--- src/rtl/bdrc_pkg.sv ---
// Shared widths, register indexes and helper types for the B-dot rate damping block.
// No dependencies; compile this file first.
package bdrc_pkg;

    // Sample and command widths
    localparam int SAMPLE_BITS = 16;
    localparam int SEQ_W       = 32;
    localparam int GAIN_W      = 8;
    localparam int LIMIT_W     = 15;
    localparam int MOMENT_W    = 16;
    localparam int MAG_W       = MOMENT_W - 1;
    localparam int COUNT_W     = 32;
    localparam int AXES        = 3;

    // Difference and product widths: the product never overflows
    localparam int DIFF_W = SAMPLE_BITS + 1;
    localparam int PROD_W = DIFF_W + GAIN_W + 1;

    // Configuration port
    localparam int CFG_IDX_W  = 1;
    localparam int CFG_DATA_W = LIMIT_W;

    typedef enum logic [CFG_IDX_W-1:0] {
        REG_GAIN  = 1'b0,
        REG_LIMIT = 1'b1
    } cfg_reg_t;

    // Register reset values
    localparam logic [GAIN_W-1:0]  GAIN_RESET  = GAIN_W'(8);
    localparam logic [LIMIT_W-1:0] LIMIT_RESET = LIMIT_W'(2000);

    // Clamp mask bit per axis
    localparam int AXIS_X = 0;
    localparam int AXIS_Y = 1;
    localparam int AXIS_Z = 2;

    typedef logic signed [SAMPLE_BITS-1:0] sample_t;
    typedef logic signed [MOMENT_W-1:0]    moment_t;

endpackage

--- src/rtl/bdrc_sample_if.sv ---
// Input channel: one magnetometer sample word with its sequence number.
// Depends on bdrc_pkg.
interface bdrc_sample_if import bdrc_pkg::*; ();
    logic               valid;
    logic               ready;
    logic [SEQ_W-1:0]   sequence_req;
    sample_t            field_x;
    sample_t            field_y;
    sample_t            field_z;

    modport source (output valid, sequence_req, field_x, field_y, field_z, input ready);
    modport sink   (input valid, sequence_req, field_x, field_y, field_z, output ready);
    modport monitor (input valid, ready, sequence_req, field_x, field_y, field_z);
endinterface

--- src/rtl/bdrc_result_if.sv ---
// Output channel: one clamped coil command word with status fields.
// Depends on bdrc_pkg.
interface bdrc_result_if import bdrc_pkg::*; ();
    logic               valid;
    logic               ready;
    logic [SEQ_W-1:0]   out_sequence;
    moment_t            moment_x;
    moment_t            moment_y;
    moment_t            moment_z;
    logic [AXES-1:0]    clamp_mask;
    logic [COUNT_W-1:0] clamp_total;
    logic [MAG_W-1:0]   peak_magnitude;

    modport source (output valid, out_sequence, moment_x, moment_y, moment_z, clamp_mask,
                    clamp_total, peak_magnitude, input ready);
    modport sink   (input valid, out_sequence, moment_x, moment_y, moment_z, clamp_mask,
                    clamp_total, peak_magnitude, output ready);
    modport monitor (input valid, ready, out_sequence, moment_x, moment_y, moment_z,
                     clamp_mask, clamp_total, peak_magnitude);
endinterface

--- src/rtl/bdot_rate_damping_controller.sv ---
// A sample word passes through the input register, then the result register, before its
// result word can be taken. Throughput: one word/cycle while the result channel is not stalled.
// The first sample after reset only loads the previous-sample store; no result.
// Reset (rst_n low, asynchronous) clears valids, the primed flag, the stored
// sample and the clamp count, and sets gain to 8 and the limit to 2000.
// Depends on bdrc_pkg, bdrc_sample_if and bdrc_result_if.
module bdot_rate_damping_controller import bdrc_pkg::*;
(
    input  logic                  clk,
    input  logic                  rst_n,
    bdrc_sample_if.sink           sample,
    bdrc_result_if.source         command,
    input  logic                  cfg_we,
    input  logic [CFG_IDX_W-1:0]  cfg_index,
    input  logic [CFG_DATA_W-1:0] cfg_data
);

    // Configuration registers
    logic [GAIN_W-1:0]  gain_reg;
    logic [LIMIT_W-1:0] limit_reg;

    // Input stage
    logic               s1_valid_reg;
    logic [SEQ_W-1:0]   s1_seq_reg;
    sample_t            s1_field_reg [AXES];

    // Block state
    sample_t            last_reg [AXES];
    logic               primed_reg;
    logic [COUNT_W-1:0] clamp_count_reg;
    logic [COUNT_W-1:0] clamp_count_next;

    // Result stage
    logic               out_valid_reg;
    logic               out_valid_next;
    logic [SEQ_W-1:0]   out_seq_reg;
    moment_t            out_moment_reg [AXES];
    logic [AXES-1:0]    out_mask_reg;
    logic [COUNT_W-1:0] out_total_reg;
    logic [MAG_W-1:0]   out_peak_reg;

    // Datapath
    logic signed [DIFF_W-1:0] diff   [AXES];
    logic signed [PROD_W-1:0] prod   [AXES];
    moment_t                  moment [AXES];
    logic [MAG_W-1:0]         mag    [AXES];
    logic signed [PROD_W-1:0] lim_pos;
    logic signed [PROD_W-1:0] lim_neg;
    logic signed [PROD_W-1:0] gain_s;
    logic [AXES-1:0]          mask;
    logic [MAG_W-1:0]         peak;

    // Handshake
    logic in_fire;
    logic out_free;
    logic s1_move;

    assign out_free = !out_valid_reg || command.ready;
    assign s1_move  = s1_valid_reg && (out_free || !primed_reg);
    assign sample.ready = !s1_valid_reg || s1_move;
    assign in_fire  = sample.valid && sample.ready;

    // Take configuration writes; unknown indexes fall through
    always_ff @(posedge clk or negedge rst_n)
    begin
        if (!rst_n)
        begin
            gain_reg  <= GAIN_RESET;
            limit_reg <= LIMIT_RESET;
        end
        else if (cfg_we)
        begin
            case (cfg_reg_t'(cfg_index))
                REG_GAIN:  gain_reg  <= cfg_data[GAIN_W-1:0];
                REG_LIMIT: limit_reg <= cfg_data[LIMIT_W-1:0];
                default:   ;
            endcase
        end
    end

    // Capture the incoming sample word
    always_ff @(posedge clk or negedge rst_n)
    begin
        if (!rst_n)
            s1_valid_reg <= 1'b0;
        else if (in_fire)
            s1_valid_reg <= 1'b1;
        else if (s1_move)
            s1_valid_reg <= 1'b0;
    end

    always_ff @(posedge clk)
    begin
        if (in_fire)
        begin
            s1_seq_reg          <= sample.sequence_req;
            s1_field_reg[AXIS_X] <= sample.field_x;
            s1_field_reg[AXIS_Y] <= sample.field_y;
            s1_field_reg[AXIS_Z] <= sample.field_z;
        end
    end

    // Per-axis command: (before - now) * gain, then clamp to +/- limit
    always_comb
    begin
        lim_pos = signed'(PROD_W'(limit_reg));
        lim_neg = -lim_pos;
        gain_s  = signed'(PROD_W'(gain_reg));
        for (int a = 0; a < AXES; a++)
        begin
            diff[a] = DIFF_W'(last_reg[a]) - DIFF_W'(s1_field_reg[a]);
            prod[a] = PROD_W'(diff[a]) * gain_s;
            if (prod[a] > lim_pos)
            begin
                moment[a] = lim_pos[MOMENT_W-1:0];
                mask[a]   = 1'b1;
            end
            else if (prod[a] < lim_neg)
            begin
                moment[a] = lim_neg[MOMENT_W-1:0];
                mask[a]   = 1'b1;
            end
            else
            begin
                moment[a] = prod[a][MOMENT_W-1:0];
                mask[a]   = 1'b0;
            end
            mag[a] = moment[a][MOMENT_W-1] ? MAG_W'(-moment[a]) : moment[a][MAG_W-1:0];
        end
    end

    // Largest magnitude over the three axes
    always_comb
    begin
        peak = mag[AXIS_X];
        if (mag[AXIS_Y] > peak)
            peak = mag[AXIS_Y];
        if (mag[AXIS_Z] > peak)
            peak = mag[AXIS_Z];
    end

    assign clamp_count_next = (|mask) ? clamp_count_reg + COUNT_W'(1) : clamp_count_reg;
    assign out_valid_next   = (s1_move && primed_reg) || (out_valid_reg && !command.ready);

    // Advance the sample store, primed flag, clamp count and result valid
    always_ff @(posedge clk or negedge rst_n)
    begin
        if (!rst_n)
        begin
            for (int a = 0; a < AXES; a++)
                last_reg[a] <= '0;
            primed_reg      <= 1'b0;
            clamp_count_reg <= '0;
            out_valid_reg   <= 1'b0;
        end
        else
        begin
            out_valid_reg <= out_valid_next;
            if (s1_move)
            begin
                for (int a = 0; a < AXES; a++)
                    last_reg[a] <= s1_field_reg[a];
                primed_reg <= 1'b1;
                if (primed_reg)
                    clamp_count_reg <= clamp_count_next;
            end
        end
    end

    // Load the result word
    always_ff @(posedge clk)
    begin
        if (s1_move && primed_reg)
        begin
            out_seq_reg    <= s1_seq_reg;
            for (int a = 0; a < AXES; a++)
                out_moment_reg[a] <= moment[a];
            out_mask_reg   <= mask;
            out_total_reg  <= clamp_count_next;
            out_peak_reg   <= peak;
        end
    end

    assign command.valid          = out_valid_reg;
    assign command.out_sequence   = out_seq_reg;
    assign command.moment_x       = out_moment_reg[AXIS_X];
    assign command.moment_y       = out_moment_reg[AXIS_Y];
    assign command.moment_z       = out_moment_reg[AXIS_Z];
    assign command.clamp_mask     = out_mask_reg;
    assign command.clamp_total    = out_total_reg;
    assign command.peak_magnitude = out_peak_reg;

endmodule

--- src/flat_wrapper.sv ---
// flat-port wrapper written by rule: the top's interface ports become plain ports
module bdot_rate_damping_controller_flat import bdrc_pkg::*;
  (clk, rst_n, cfg_we, cfg_index, cfg_data, sample_valid, sample_sequence_req, sample_field_x, sample_field_y, sample_field_z, sample_ready, command_valid, command_out_sequence, command_moment_x, command_moment_y, command_moment_z, command_clamp_mask, command_clamp_total, command_peak_magnitude, command_ready);
  bdrc_sample_if sample_i ();
  bdrc_result_if command_i ();
  input  logic clk;
  input  logic rst_n;
  input  logic cfg_we;
  input  logic [CFG_IDX_W-1:0] cfg_index;
  input  logic [CFG_DATA_W-1:0] cfg_data;
  input wire logic [$bits(sample_i.valid)-1:0] sample_valid;
  input wire logic [$bits(sample_i.sequence_req)-1:0] sample_sequence_req;
  input wire logic [$bits(sample_i.field_x)-1:0] sample_field_x;
  input wire logic [$bits(sample_i.field_y)-1:0] sample_field_y;
  input wire logic [$bits(sample_i.field_z)-1:0] sample_field_z;
  output wire logic [$bits(sample_i.ready)-1:0] sample_ready;
  output wire logic [$bits(command_i.valid)-1:0] command_valid;
  output wire logic [$bits(command_i.out_sequence)-1:0] command_out_sequence;
  output wire logic [$bits(command_i.moment_x)-1:0] command_moment_x;
  output wire logic [$bits(command_i.moment_y)-1:0] command_moment_y;
  output wire logic [$bits(command_i.moment_z)-1:0] command_moment_z;
  output wire logic [$bits(command_i.clamp_mask)-1:0] command_clamp_mask;
  output wire logic [$bits(command_i.clamp_total)-1:0] command_clamp_total;
  output wire logic [$bits(command_i.peak_magnitude)-1:0] command_peak_magnitude;
  input wire logic [$bits(command_i.ready)-1:0] command_ready;
  assign sample_i.valid = sample_valid;
  assign sample_i.sequence_req = sample_sequence_req;
  assign sample_i.field_x = sample_field_x;
  assign sample_i.field_y = sample_field_y;
  assign sample_i.field_z = sample_field_z;
  assign sample_ready = sample_i.ready;
  assign command_valid = command_i.valid;
  assign command_out_sequence = command_i.out_sequence;
  assign command_moment_x = command_i.moment_x;
  assign command_moment_y = command_i.moment_y;
  assign command_moment_z = command_i.moment_z;
  assign command_clamp_mask = command_i.clamp_mask;
  assign command_clamp_total = command_i.clamp_total;
  assign command_peak_magnitude = command_i.peak_magnitude;
  assign command_i.ready = command_ready;
  bdot_rate_damping_controller u_core (.clk(clk), .rst_n(rst_n), .sample(sample_i), .command(command_i), .cfg_we(cfg_we), .cfg_index(cfg_index), .cfg_data(cfg_data));
endmodule
--- config.mk ---
export PLATFORM = sky130hd
export DESIGN_NAME = bdot_rate_damping_controller_flat
export DESIGN_NICKNAME = d
export VERILOG_FILES = /design/src/rtl/bdrc_pkg.sv /design/src/rtl/bdrc_sample_if.sv /design/src/rtl/bdrc_result_if.sv /design/src/rtl/bdot_rate_damping_controller.sv /design/src/flat_wrapper.sv
export SDC_FILE = /design/constraint.sdc
export NUM_CORES = 2
export LEC_CHECK = 0
export BUFFER_PORTS_ARGS = -buffer_cell sky130_fd_sc_hd__buf_2
export CORE_MARGIN = 2
export CORE_UTILIZATION = 69
export DETAILED_ROUTE_END_ITERATION = 6
export MAX_ROUTING_LAYER = met4
export PLACE_DENSITY = 0.89
export SYNTH_ARGS = -nofsm -noshare
export SYNTH_HDL_FRONTEND = slang
export SYNTH_SLANG_ARGS = --single-unit
--- constraint.sdc ---
create_clock -name clk -period 48.4 [get_ports clk]
set_input_delay 2.42 -clock clk [delete_from_list [all_inputs] [get_ports clk]]
set_output_delay 2.42 -clock clk [all_outputs]
set_load 0.005 [all_outputs]
==> metrics.md <==
| Metric | Value |
|---|---|
| Status | finished with violations |
| Violated checks | design-rule violations |
| Hold depth | 0 |
| Worst R2R Setup Slack | 30390 ps |
| Post-Syn Instances | 4037 |
| IO buf count | 232 |
| Rows | 84 |
| Via count of the first global-routing pass | 31500 |
| GRT Overall Usage | approximately 39% |
| Sum of negative setup slack | 0 ps |
| I/O Pins | between 200 and 250 |
| Die H | approximately 230 um |
| GRT overflow | 0 |
| Final setup violation count | 0 |
| First-pass GRT wire length | 168 mm |
| Top post-synthesis cells by area | fa_1, edfxtp_1, ha_1 |
| Hold path start | u_core.s1_seq_reg[13] |
| Synth warn | 0 |
| Via Count | about 31000 |
| CP endpoint kind | flop |
| Sequential-to-total area share from yosys stat | 24.4% |
| Period utilization | a little under two fifths |
| Setup Crit Path Kind | reg2reg |
| Critical path's most frequent cell | o21ai_0 |
| Syn_area_per_cell | ~9.1 sq um |
| Worst-skew pair later-pin latency | 600 ps |
| Clock Tree Buf Depth | 3 |
| Max Slew Vio Count | 0 |
| Die ar. | 55100 sq um |
| Vias per cell | 6.40 |
| Cts repair resizes | 0 |
| Tightest Hold Check Type | reg2reg |
| Post-synth top flop | edfxtp_1 |
| FF+latch area | 8970 sq um |
| FF-to-FF Start | u_core.s1_field_reg[0][17] |
| Die width | 235 um |
| Final Instance Area | a little under 40000 sq um |
| Largest area contributor in the netlist | fa_1 |
| Cell Area, Synth | between 30000 and 40000 sq um |
| TritonCTS buffer count | 36 |
| Multi-input gate area | 24800 sq um |
| CP arrival | 18330 ps |
| HPWL after DPL | 79.8 mm |
| DRT iter0 DRCs | 3428 |
| Max-cap viol count | 0 |
| DR pass1 iterations | 7 |
| CP max stage delay | ~530 ps |
| Worst setup SP type | flop |
| Core area | around 53000 sq um |
| Synth top area share | 17.8% |
| Dpl cell area | 38400 sq um |
| ANT nets after route | 0 |
| Crit path time final | 18010 ps |
| # placed instances | 4828 |
| Nets@finish | 4964 |
| CP Max Fanout | 31 |
| Hold buffer count at CTS | 0 |
| Final Hold Viols | 0 |
| Layout cells sized above 1 | around 10% |
| Fmax | 55.5 MHz |
| Antenna violations before repair | 6 |
| Largest net degree at the start of global routing | 92 |
| WL final | 106 mm |
| Post-Route Skew | 57.7 ps |
| RSZ-0062 raised after global routing | false |
| Slew margin rel. | 14.5% |
| Async SR Flop Fraction | 33.5% |
| Effective utilization at floorplan | 69.8% |
| CP max-delay cell | or4_1 |
| Worst-path clk slew | 60 ps |
| Clock Tree Root | clkbuf_16 |
| Drt wl/cell | 21.6 um |
| Syn nets | 4823 |
| CTS tree | built |
| H-tree levels | 2 |
| Number of synthesized flops with an enable pin | 210 |
| Final core utilization | 75.5% |
| Remaining DRCs | 11 |
| Worst-margin pin slew | 1270 ps |
| Clock Sinks | around 320 |
| Synth cell types | 94 |
| Fin cells | 4900 |
| Crit path required time | 48720 ps |
| #FFs+latches synth | 316 |
| GPL Wtd Cong | 1.08 |
| Hold path endpoint | u_core.command.out_sequence[13] |
| R2r endpoint | u_core.command.peak_magnitude[12] |
| Worst r2r path cells | 71 |
| Synthesis-to-finish area growth | 8.04% |
| FILL cells | between 3000 and 4000 |
| # Post-CTS Setup Buffers | 0 |
## per-layer routing
metal  track usage, %  part of all wire, %
met2             61.1                   46
met5                -                    0
met3             6.99                  9.4
met4             19.8                  5.7
met1             49.7                   39
## synthesized netlist by cell type, drive strengths merged (38+ instances only)
cell / instances
nor3: 87
fa: 327
nand2: 384
clkbuf: 136
inv: 616
a21o: 65
and3: 44
nand4: 46
nand3: 115
ha: 358
dfrtp: 99
nor2: 204
a211oi: 38
xnor2: 97
and2: 186
mux2i: 42
mux2: 45
nor2b: 48
o211ai: 45
edfxtp: 210
xor2: 71
a21oi: 133
o21ai: 176
## layout make-up
class,instances,share of cell area [%]
clock inverter,20,0.552
sequential,316,22.6
timing repair buffer,261,3.48
inverter,623,5.91
antenna,6,0.0379
clock buffer,46,2.60
tap,688,2.17
multi-input combinational,2940,62.6
## cell usage in the layout, fill, tap and decap left out, types with 11 or more instances in the layout
cell,synthesis,routed
a311oi_1,23,23
mux2_2,43,43
a31oi_1,31,31
dfrtp_1,99,98
xnor2_1,97,97
o21a_1,31,31
a2111oi_0,11,11
edfxtp_1,210,210
a21oi_1,133,133
or3_1,24,24
buf_4,0,30
ha_1,358,358
clkbuf_16,0,37
a211oi_1,36,35
and3_1,44,44
fa_1,327,327
nand2b_1,23,23
nor4_1,35,29
and2_1,186,185
buf_2,9,231
a211o_1,11,11
nand4_1,46,46
nand3_1,115,115
nor3_1,86,86
nor2_1,203,203
o211ai_1,45,45
o31ai_1,18,18
mux2i_1,41,40
nand2_1,384,383
xor2_1,71,71
nor2b_1,48,48
a21o_1,65,65
o2111ai_1,12,12
o21ai_0,173,173
or2_2,16,16
inv_1,616,616
a22oi_1,20,20
a21boi_0,26,26
## kinds of logic after synthesis
group / after synthesis / synth area share, %
AOI/OAI and AO/OA: 742 / 13.7
and+or+nand+nor: 1256 / 17.0
buffers and inverters: 781 / 8.10
DFF: 316 / 24.4
adders and majority gates: 685 / 30.0
muxes: 87 / 2.55
xor gates and xnor gates: 170 / 4.13
## per-stage QoR
| step | setup WS, ps | hold WS, ps |
|---|---|---|
| after global routing | 28980 | 426 |
| after CTS | 30670 | 418 |
| after floorplan | 32630 | 400 |
| final | 30390 | 421 |
| after detailed placement | 30730 | 405 |
| after global placement | 31270 | 400 |
## worst max-delay path by stage
stage | from | to | slack, ps | depth (start not counted)
after floorplan | u_core.s1_field_reg[0][16] | u_core.command.peak_magnitude[10] | 32630 | 72
after global placement | u_core.s1_field_reg[0][16] | u_core.command.peak_magnitude[12] | 31270 | 72
after detailed placement | u_core.s1_field_reg[0][16] | u_core.command.peak_magnitude[12] | 30730 | 72
after CTS | u_core.s1_field_reg[0][16] | u_core.command.peak_magnitude[12] | 30670 | 72
after global routing | u_core.s1_field_reg[0][16] | u_core.command.peak_magnitude[12] | 28980 | 72
final | u_core.s1_field_reg[0][17] | u_core.command.peak_magnitude[12] | 30390 | 71
## worst max-delay path: cells and delay by family, from the launching register on
family	cells	cell delay [ps]
adders and majority gates	10	3800
AOI/OAI and AO/OA	36	7980
buffers and inverters	8	1320
muxes	3	650
and+or+nand+nor	12	3060
xor gates and xnor gates	2	540
DFF	1	420
Power is not shown: default switching activity piles up to over one toggle a cycle in this logic, so the estimate is an artifact.
